## src/xs1024_pkg.sv

```systemverilog
package xs1024_pkg;

    localparam int WORD_W      = 64;
    localparam int WORD_COUNT  = 16;
    localparam int INDEX_W     = 4;
    localparam int SEED_STEPS  = 17;

    typedef logic [WORD_W-1:0]  word_t;
    typedef logic [INDEX_W-1:0] index_t;

    localparam word_t MULT_64STAR   = 64'd2685821657736338717;
    localparam word_t MULT_1024STAR = 64'd1181783497276652981;

    typedef struct packed {
        logic  start;
        word_t a;
        word_t b;
    } mul_req_t;

    typedef struct packed {
        word_t nxt_pair1;
        word_t result;
    } xs128_out_t;

    function automatic word_t xs64_shift(input word_t x);
        word_t v;
        v = x;
        v = v ^ (v >> 12);
        v = v ^ (v << 25);
        v = v ^ (v >> 27);
        return v;
    endfunction

    function automatic xs128_out_t xs128_step(input word_t p0, input word_t p1);
        word_t      a;
        xs128_out_t r;
        a = p0 ^ (p0 << 23);
        r.nxt_pair1 = a ^ p1 ^ (a >> 17) ^ (p1 >> 26);
        r.result    = r.nxt_pair1 + p1;
        return r;
    endfunction

    function automatic word_t xs1024_mix(input word_t w0, input word_t w1);
        word_t t0;
        word_t t1;
        t1 = w1 ^ (w1 << 31);
        t1 = t1 ^ (t1 >> 11);
        t0 = w0 ^ (w0 >> 30);
        return t0 ^ t1;
    endfunction

endpackage

```

## src/xs1024_mul.sv

```systemverilog
// 64x64 -> low 64 bits, one 32x32 partial product per cycle: lo*lo, lo*hi, hi*lo.
module xs1024_mul
    import xs1024_pkg::*;
(
    input  logic     aclk,
    input  logic     aresetn,
    input  mul_req_t req,
    output logic     done,
    output word_t    product
);

    logic       running_reg;
    logic [1:0] phase_reg;
    logic       done_reg;
    word_t      a_reg;
    word_t      b_reg;
    word_t      acc_reg;

    logic [31:0] op_x;
    logic [31:0] op_y;
    logic [63:0] pp;

    always_comb begin
        case (phase_reg)
            2'd0: begin
                op_x = a_reg[31:0];
                op_y = b_reg[31:0];
            end
            2'd1: begin
                op_x = a_reg[31:0];
                op_y = b_reg[63:32];
            end
            default: begin
                op_x = a_reg[63:32];
                op_y = b_reg[31:0];
            end
        endcase
    end

    assign pp = {32'd0, op_x} * {32'd0, op_y};

    always_ff @(posedge aclk) begin
        if (!aresetn) begin
            running_reg <= 1'b0;
            phase_reg   <= 2'd0;
            done_reg    <= 1'b0;
        end else begin
            done_reg <= running_reg && (phase_reg == 2'd2);
            if (req.start) begin
                running_reg <= 1'b1;
                phase_reg   <= 2'd0;
            end else if (running_reg) begin
                if (phase_reg == 2'd2) begin
                    running_reg <= 1'b0;
                end
                phase_reg <= phase_reg + 2'd1;
            end
        end
    end

    always_ff @(posedge aclk) begin
        if (req.start) begin
            a_reg <= req.a;
            b_reg <= req.b;
        end else if (running_reg) begin
            if (phase_reg == 2'd0) begin
                acc_reg <= pp;
            end else begin
                acc_reg <= acc_reg + {pp[31:0], 32'd0};
            end
        end
    end

    assign done    = done_reg;
    assign product = acc_reg;

    a_no_restart: assert property (@(posedge aclk) disable iff (!aresetn)
        !(req.start && running_reg))
        else $error("multiplier restarted while busy");

    a_done_idle: assert property (@(posedge aclk) disable iff (!aresetn)
        done_reg |-> !running_reg)
        else $error("done raised while still running");

    a_phase_range: assert property (@(posedge aclk) disable iff (!aresetn)
        running_reg |-> (phase_reg != 2'd3))
        else $error("multiplier phase out of range");

endmodule

```

## src/xorshift1024_star_generator.sv

```systemverilog
// Channel   Dir  Handshake            Payload (low bit up)
// s_        in   s_tvalid/s_tready    s_tdata: seed[63:0]; s_tuser: func (1 = reseed)
// m_        out  m_tvalid/m_tready    m_tdata: random_value[63:0]
//
// Draw: mix/write-back with multiplier start, the multiplier's partial products, then load
// into the result register; the next request is taken in the cycle after the load.
// Reseed: two passes through the multiplier for the xorshift64* words, then the xorshift128+
// steps (index, then one state word a cycle); the next request is taken back in idle.
// One request in flight; a new request is taken while a result waits in m_.
// Reset: state reads as zero through per-word valid bits, index zero; no clear pass.
// A stalled result holds the pipeline in its final wait state only.
module xorshift1024_star_generator
    import xs1024_pkg::*;
(
    input  logic        aclk,
    input  logic        aresetn,
    input  logic        s_tvalid,
    output logic        s_tready,
    input  logic [63:0] s_tdata,   // seed[63:0]
    input  logic        s_tuser,   // func
    output logic        m_tvalid,
    input  logic        m_tready,
    output logic [63:0] m_tdata    // random_value[63:0]
);

    typedef enum logic [6:0] {
        ST_IDLE = 7'b0000001,
        ST_MIX  = 7'b0000010,
        ST_DMUL = 7'b0000100,
        ST_DOUT = 7'b0001000,
        ST_S64  = 7'b0010000,
        ST_S64W = 7'b0100000,
        ST_S128 = 7'b1000000
    } state_t;

    state_t state_reg, state_next;
    index_t index_reg, index_next;
    word_t  s0_reg, s0_next;
    word_t  x_reg, x_next;
    word_t  pair0_reg, pair0_next;
    word_t  pair1_reg, pair1_next;
    logic [4:0] cnt_reg, cnt_next;
    logic [WORD_COUNT-1:0] valid_reg;
    logic  out_valid_reg;
    word_t out_data_reg;

    word_t mem [WORD_COUNT];
    word_t rd_data_reg;
    logic  rd_valid_reg;

    logic     mem_we;
    index_t   mem_waddr;
    word_t    mem_wdata;
    index_t   nxt_idx;
    index_t   seed_addr;
    word_t    w1;
    word_t    mix_word;
    word_t    xs64_v;
    xs128_out_t xs;
    mul_req_t mul_req;
    logic     mul_done;
    word_t    mul_prod;
    logic     out_free;
    logic     out_load;

    xs1024_mul u_mul (
        .aclk    (aclk),
        .aresetn (aresetn),
        .req     (mul_req),
        .done    (mul_done),
        .product (mul_prod)
    );

    assign nxt_idx   = index_reg + index_t'(1);
    assign seed_addr = cnt_reg[INDEX_W-1:0] - index_t'(1);
    assign w1        = rd_valid_reg ? rd_data_reg : '0;
    assign mix_word  = xs1024_mix(s0_reg, w1);
    assign xs64_v    = xs64_shift(x_reg);
    assign xs        = xs128_step(pair0_reg, pair1_reg);
    assign out_free  = !out_valid_reg || m_tready;
    assign s_tready  = (state_reg == ST_IDLE);

    always_comb begin
        state_next = state_reg;
        index_next = index_reg;
        s0_next    = s0_reg;
        x_next     = x_reg;
        pair0_next = pair0_reg;
        pair1_next = pair1_reg;
        cnt_next   = cnt_reg;
        mem_we     = 1'b0;
        mem_waddr  = nxt_idx;
        mem_wdata  = mix_word;
        mul_req    = '{start: 1'b0, a: mix_word, b: MULT_1024STAR};
        out_load   = 1'b0;
        case (state_reg)
            ST_IDLE: begin
                if (s_tvalid) begin
                    if (s_tuser) begin
                        x_next     = s_tdata;
                        cnt_next   = 5'd0;
                        state_next = ST_S64;
                    end else begin
                        state_next = ST_MIX;
                    end
                end
            end
            ST_MIX: begin
                mem_we        = 1'b1;
                s0_next       = mix_word;
                index_next    = nxt_idx;
                mul_req.start = 1'b1;
                state_next    = ST_DMUL;
            end
            ST_DMUL: begin
                if (mul_done) begin
                    if (out_free) begin
                        out_load   = 1'b1;
                        state_next = ST_IDLE;
                    end else begin
                        state_next = ST_DOUT;
                    end
                end
            end
            ST_DOUT: begin
                if (out_free) begin
                    out_load   = 1'b1;
                    state_next = ST_IDLE;
                end
            end
            ST_S64: begin
                x_next     = xs64_v;
                mul_req    = '{start: 1'b1, a: xs64_v, b: MULT_64STAR};
                state_next = ST_S64W;
            end
            ST_S64W: begin
                if (mul_done) begin
                    if (cnt_reg == 5'd0) begin
                        pair0_next = mul_prod;
                        cnt_next   = 5'd1;
                        state_next = ST_S64;
                    end else begin
                        pair1_next = mul_prod;
                        cnt_next   = 5'd0;
                        state_next = ST_S128;
                    end
                end
            end
            ST_S128: begin
                pair0_next = pair1_reg;
                pair1_next = xs.nxt_pair1;
                if (cnt_reg == 5'd0) begin
                    index_next = xs.result[INDEX_W-1:0];
                end else begin
                    mem_we    = 1'b1;
                    mem_waddr = seed_addr;
                    mem_wdata = xs.result;
                    if (seed_addr == index_reg) begin
                        s0_next = xs.result;
                    end
                end
                if (cnt_reg == 5'(SEED_STEPS - 1)) begin
                    state_next = ST_IDLE;
                end else begin
                    cnt_next = cnt_reg + 5'd1;
                end
            end
            default: begin
                state_next = ST_IDLE;
            end
        endcase
    end

    always_ff @(posedge aclk) begin
        if (!aresetn) begin
            state_reg     <= ST_IDLE;
            index_reg     <= '0;
            s0_reg        <= '0;
            cnt_reg       <= 5'd0;
            valid_reg     <= '0;
            out_valid_reg <= 1'b0;
        end else begin
            state_reg <= state_next;
            index_reg <= index_next;
            s0_reg    <= s0_next;
            cnt_reg   <= cnt_next;
            if (mem_we) begin
                valid_reg[mem_waddr] <= 1'b1;
            end
            if (out_load) begin
                out_valid_reg <= 1'b1;
            end else if (m_tready) begin
                out_valid_reg <= 1'b0;
            end
        end
    end

    always_ff @(posedge aclk) begin
        x_reg     <= x_next;
        pair0_reg <= pair0_next;
        pair1_reg <= pair1_next;
        if (out_load) begin
            out_data_reg <= mul_prod;
        end
    end

    always_ff @(posedge aclk) begin
        if (mem_we) begin
            mem[mem_waddr] <= mem_wdata;
        end
        if (state_reg == ST_IDLE) begin
            rd_data_reg  <= mem[nxt_idx];
            rd_valid_reg <= valid_reg[nxt_idx];
        end
    end

    assign m_tvalid = out_valid_reg;
    assign m_tdata  = out_data_reg;

    a_done_expected: assert property (@(posedge aclk) disable iff (!aresetn)
        mul_done |-> (state_reg == ST_DMUL || state_reg == ST_S64W))
        else $error("multiplier result arrived with no consumer waiting");

    a_write_states: assert property (@(posedge aclk) disable iff (!aresetn)
        mem_we |-> (state_reg == ST_MIX || state_reg == ST_S128))
        else $error("state RAM written outside mix or reseed fill");

    a_no_overwrite: assert property (@(posedge aclk) disable iff (!aresetn)
        out_load |-> out_free)
        else $error("result register overwritten while holding a result");

    a_seed_count: assert property (@(posedge aclk) disable iff (!aresetn)
        cnt_reg <= 5'(SEED_STEPS - 1))
        else $error("reseed step count out of range");

endmodule

```

## config.mk

```make
export PLATFORM = sky130hd
export DESIGN_NAME = xorshift1024_star_generator
export DESIGN_NICKNAME = d
export VERILOG_FILES = /design/src/xs1024_pkg.sv /design/src/xs1024_mul.sv /design/src/xorshift1024_star_generator.sv
export SDC_FILE = /design/constraint.sdc
export NUM_CORES = 2
export LEC_CHECK = 0
export ABC_AREA = 1
export BUFFER_PORTS_ARGS = -buffer_cell sky130_fd_sc_hd__buf_2
export CAP_MARGIN = 20
export CORE_ASPECT_RATIO = 0.6
export CORE_MARGIN = 2
export CORE_UTILIZATION = 50
export DETAILED_ROUTE_END_ITERATION = 8
export GPL_TIMING_DRIVEN = 0
export HOLD_SLACK_MARGIN = 0.05
export PLACE_DENSITY = 0.78
export SYNTH_ARGS = -nofsm -noshare
export SYNTH_HDL_FRONTEND = slang
export SYNTH_SLANG_ARGS = --single-unit
```

## constraint.sdc

```tcl
create_clock -name aclk -period 15.59 [get_ports aclk]
set_input_delay 3.118 -clock aclk [delete_from_list [all_inputs] [get_ports aclk]]
set_output_delay 3.118 -clock aclk [all_outputs]
set_load 0.01 [all_outputs]
```

==> reports/metrics.csv <==
metric,value,unit
drtPass1Iterations,7,
top_register,mem,
cts_buffers,156,
hold_buffers,0,
ys_seq_area_share,44.33,%
grt_pass1_wl,641.2,mm
layout_setup_ws,2483,ps
ys_warn_count,0,
dp_cells,13684,
grt_antenna_before_repair,46,
rows,129,
whs_path_depth,0,
min_period,13110,ps
setup.worst_path.class,reg2reg,
finalClockSkew,81.38,ps
synth_seq_cells,1576,
drt_iter0_drc,15993,
yosysUniqueCellTypes,53,
min_path_type,reg2reg,
grt_overflow,0,
routedWlPerCell,33.87,um
hp-start,u_mul.product[16]$_DFFE_PP_,
drv_cap,0,
fmax,0.07630,GHz
grt_max_degree,72,
yosys_most_used_dff,edfxtp_1,
die-area,0.2128,mm2
grt_pass1_vias,79974,
io_buffer_count,134,
final-instance-count-excl-fill,14001,
drcViolationCount,0,
fin_tns_setup,0,ps
final_nets,12428,
ant_nets,0,
cpPeakStageDelay,1000,ps
post-place-ws,3381,ps
vias,87314,
synth-edff-count,1475,
tritoncts,done,
arrival,13690,ps
rr_endpoint,u_mul.product[63]$_DFFE_PP_,
crit_fanout,10,
clock_path_buffers,4,
async_reset_ff_share,0,%
clkLatencyLatePin,880,ps
worst_path_max_delay_cell,xor2_1,
end_kind,flop,
drive_gt1_share,6.092,%
fin_util,55.71,%
setup_viol,0,
worst-path-buf-inv,12,
fin_crit_sh,84.07,%
start_kind,flop,
r2r_slack,2480,ps
ios,135,
worst_slew_pin_slew,1332,ps
post_cts_buffers,0,
path_clk_slew,70,ps
start_util,50.50,%
syn_nets,12027,
root_buffer,clkbuf_16,
cts_max_level,4,
die_x,594.2,um
largest_register_ffs,1024,
dp_hpwl,390.1,mm
avgSynthCellArea,9.760,um2
cts_sinks,1576,
netlist_area,0.1045,mm2
path_common_cell,inv_1,
worstSetupStartpoint,u_mul.phase_reg[1]$_SDFFE_PP0P_,
wirelength,474.3,mm
postSynthCellCount,10706,
reg2reg_from,u_mul.phase_reg[1]$_SDFFE_PP0P_,
cp_data_required_time,16170,ps
final_max_slew_viol_count,0,
cts_resized,0,
status,"finished, final reports clean",
die_h,358.1,um
rsz0062_at_grt,no,
viasPerCell,6.236,
gr-usage-all-layers,43.93,%
area_delta_synth_final,10.34,%
critPathTopFamily,adder cells,
gp_congestion,1.083,
hold_end,m_tdata[16]$_DFFE_PP_,
core-area,0.2069,mm2
slew_headroom,11.21,%
rr_worst_depth,40,
hold_violations,0,
cells in the final DEF (no fill, tap or decap), types with 38 or more instances in the layout:
| cell type | instances |
|---|---|
| clkbuf_16 | 158 |
| clkbuf_1 | 323 |
| a21oi_1 | 292 |
| clkinv_1 | 38 |
| ha_1 | 447 |
| dfxtp_1 | 101 |
| buf_2 | 201 |
| o22ai_1 | 129 |
| inv_1 | 1672 |
| xnor2_1 | 263 |
| or2_2 | 65 |
| nand2_1 | 1832 |
| o21ai_1 | 48 |
| o211ai_1 | 127 |
| nand4_1 | 39 |
| nor2_1 | 1260 |
| o221ai_1 | 131 |
| o21ai_0 | 863 |
| fa_1 | 805 |
| nand3_1 | 273 |
| edfxtp_1 | 1475 |
| xor2_1 | 249 |
layout make-up:
cell class	instances	area, um2
clock inverters	91	763.2
flip-flops and latches	1576	46310
inverters	1705	6447
well taps	2751	3442
clock buffers	187	4063
fillers	18149	91640
repair buffers	243	2332
diodes	23	57.56
multi-input cells	7026	50230
plain buffers	399	1632
per-stage QoR:
stage                     cell area (um2)  hold WS, ps
final                              115300        458.2
after global routing               115200        483.3
after CTS                          115000        458.7
after detailed placement           110200        444.3
after global placement             108600        445.1
after floorplan                    104500        426.4
logic make-up after synthesis:
group | Yosys count | share of synthesized area, %
flip-flops | 1576 | 44.33
buffers and inverters | 2104 | 7.689
AO/OA/AOI/OAI | 1683 | 9.185
multiplexers | 6 | 0.05748
XOR/XNOR | 514 | 4.323
AND/OR/NAND/NOR | 3571 | 13.64
adder cells (fa/ha/maj) | 1252 | 20.78
how the worst max path moves through the flow:
stage | to | cells after the start
detailed placement | u_mul.product[63]$_DFFE_PP_ | 40
finish | u_mul.product[63]$_DFFE_PP_ | 40
floorplan | u_mul.product[63]$_DFFE_PP_ | 42
CTS | u_mul.product[63]$_DFFE_PP_ | 40
global route | u_mul.product[63]$_DFFE_PP_ | 40
global placement | u_mul.product[63]$_DFFE_PP_ | 38
layer usage:
metal  wire length, um  global-route usage [%]  up-vias
met2            162800                   51.46     7694
met5              1085                   2.331        -
li1                  -                       -    35797
met3             99990                   27.45      827
met4             16780                   12.98       56
met1            193600                   64.36    42940
synthesized netlist by cell type (3+ instances only):
cell	number	area share (%)
nand2_1	1832	6.6
inv_1	1681	6.0
edfxtp_1	1475	42
nor2_1	1267	4.6
o21ai_0	902	4.3
fa_1	805	15
ha_1	447	5.4
clkbuf_1	294	1.1
a21oi_1	293	1.4
nand3_1	273	1.3
xnor2_1	263	2.2
xor2_1	249	2.1
o221ai_1	131	1.1
o22ai_1	129	0.77
o211ai_1	127	0.91
dfxtp_1	101	1.9
buf_2	66	0.32
or2_2	65	0.39
nand4_1	39	0.23
nor3_1	35	0.17
buf_1	25	0.090
a31oi_1	22	0.13
inv_2	21	0.075
nand3b_1	19	0.14
o21bai_1	19	0.14
o21ai_1	18	0.086
a21o_1	14	0.10
o21ai_2	14	0.12
nor2_2	10	0.060
or2_1	10	0.060
buf_4	6	0.043
mux2i_1	6	0.057
nor4_1	6	0.036
clkbuf_2	5	0.024
nor3b_1	5	0.036
a211oi_1	4	0.029
o21a_1	4	0.029
and2_1	3	0.018
buf_6	3	0.032
nand2_2	3	0.018
Power is not shown: default switching activity piles up to over one toggle a cycle in this logic, so the estimate is an artifact.
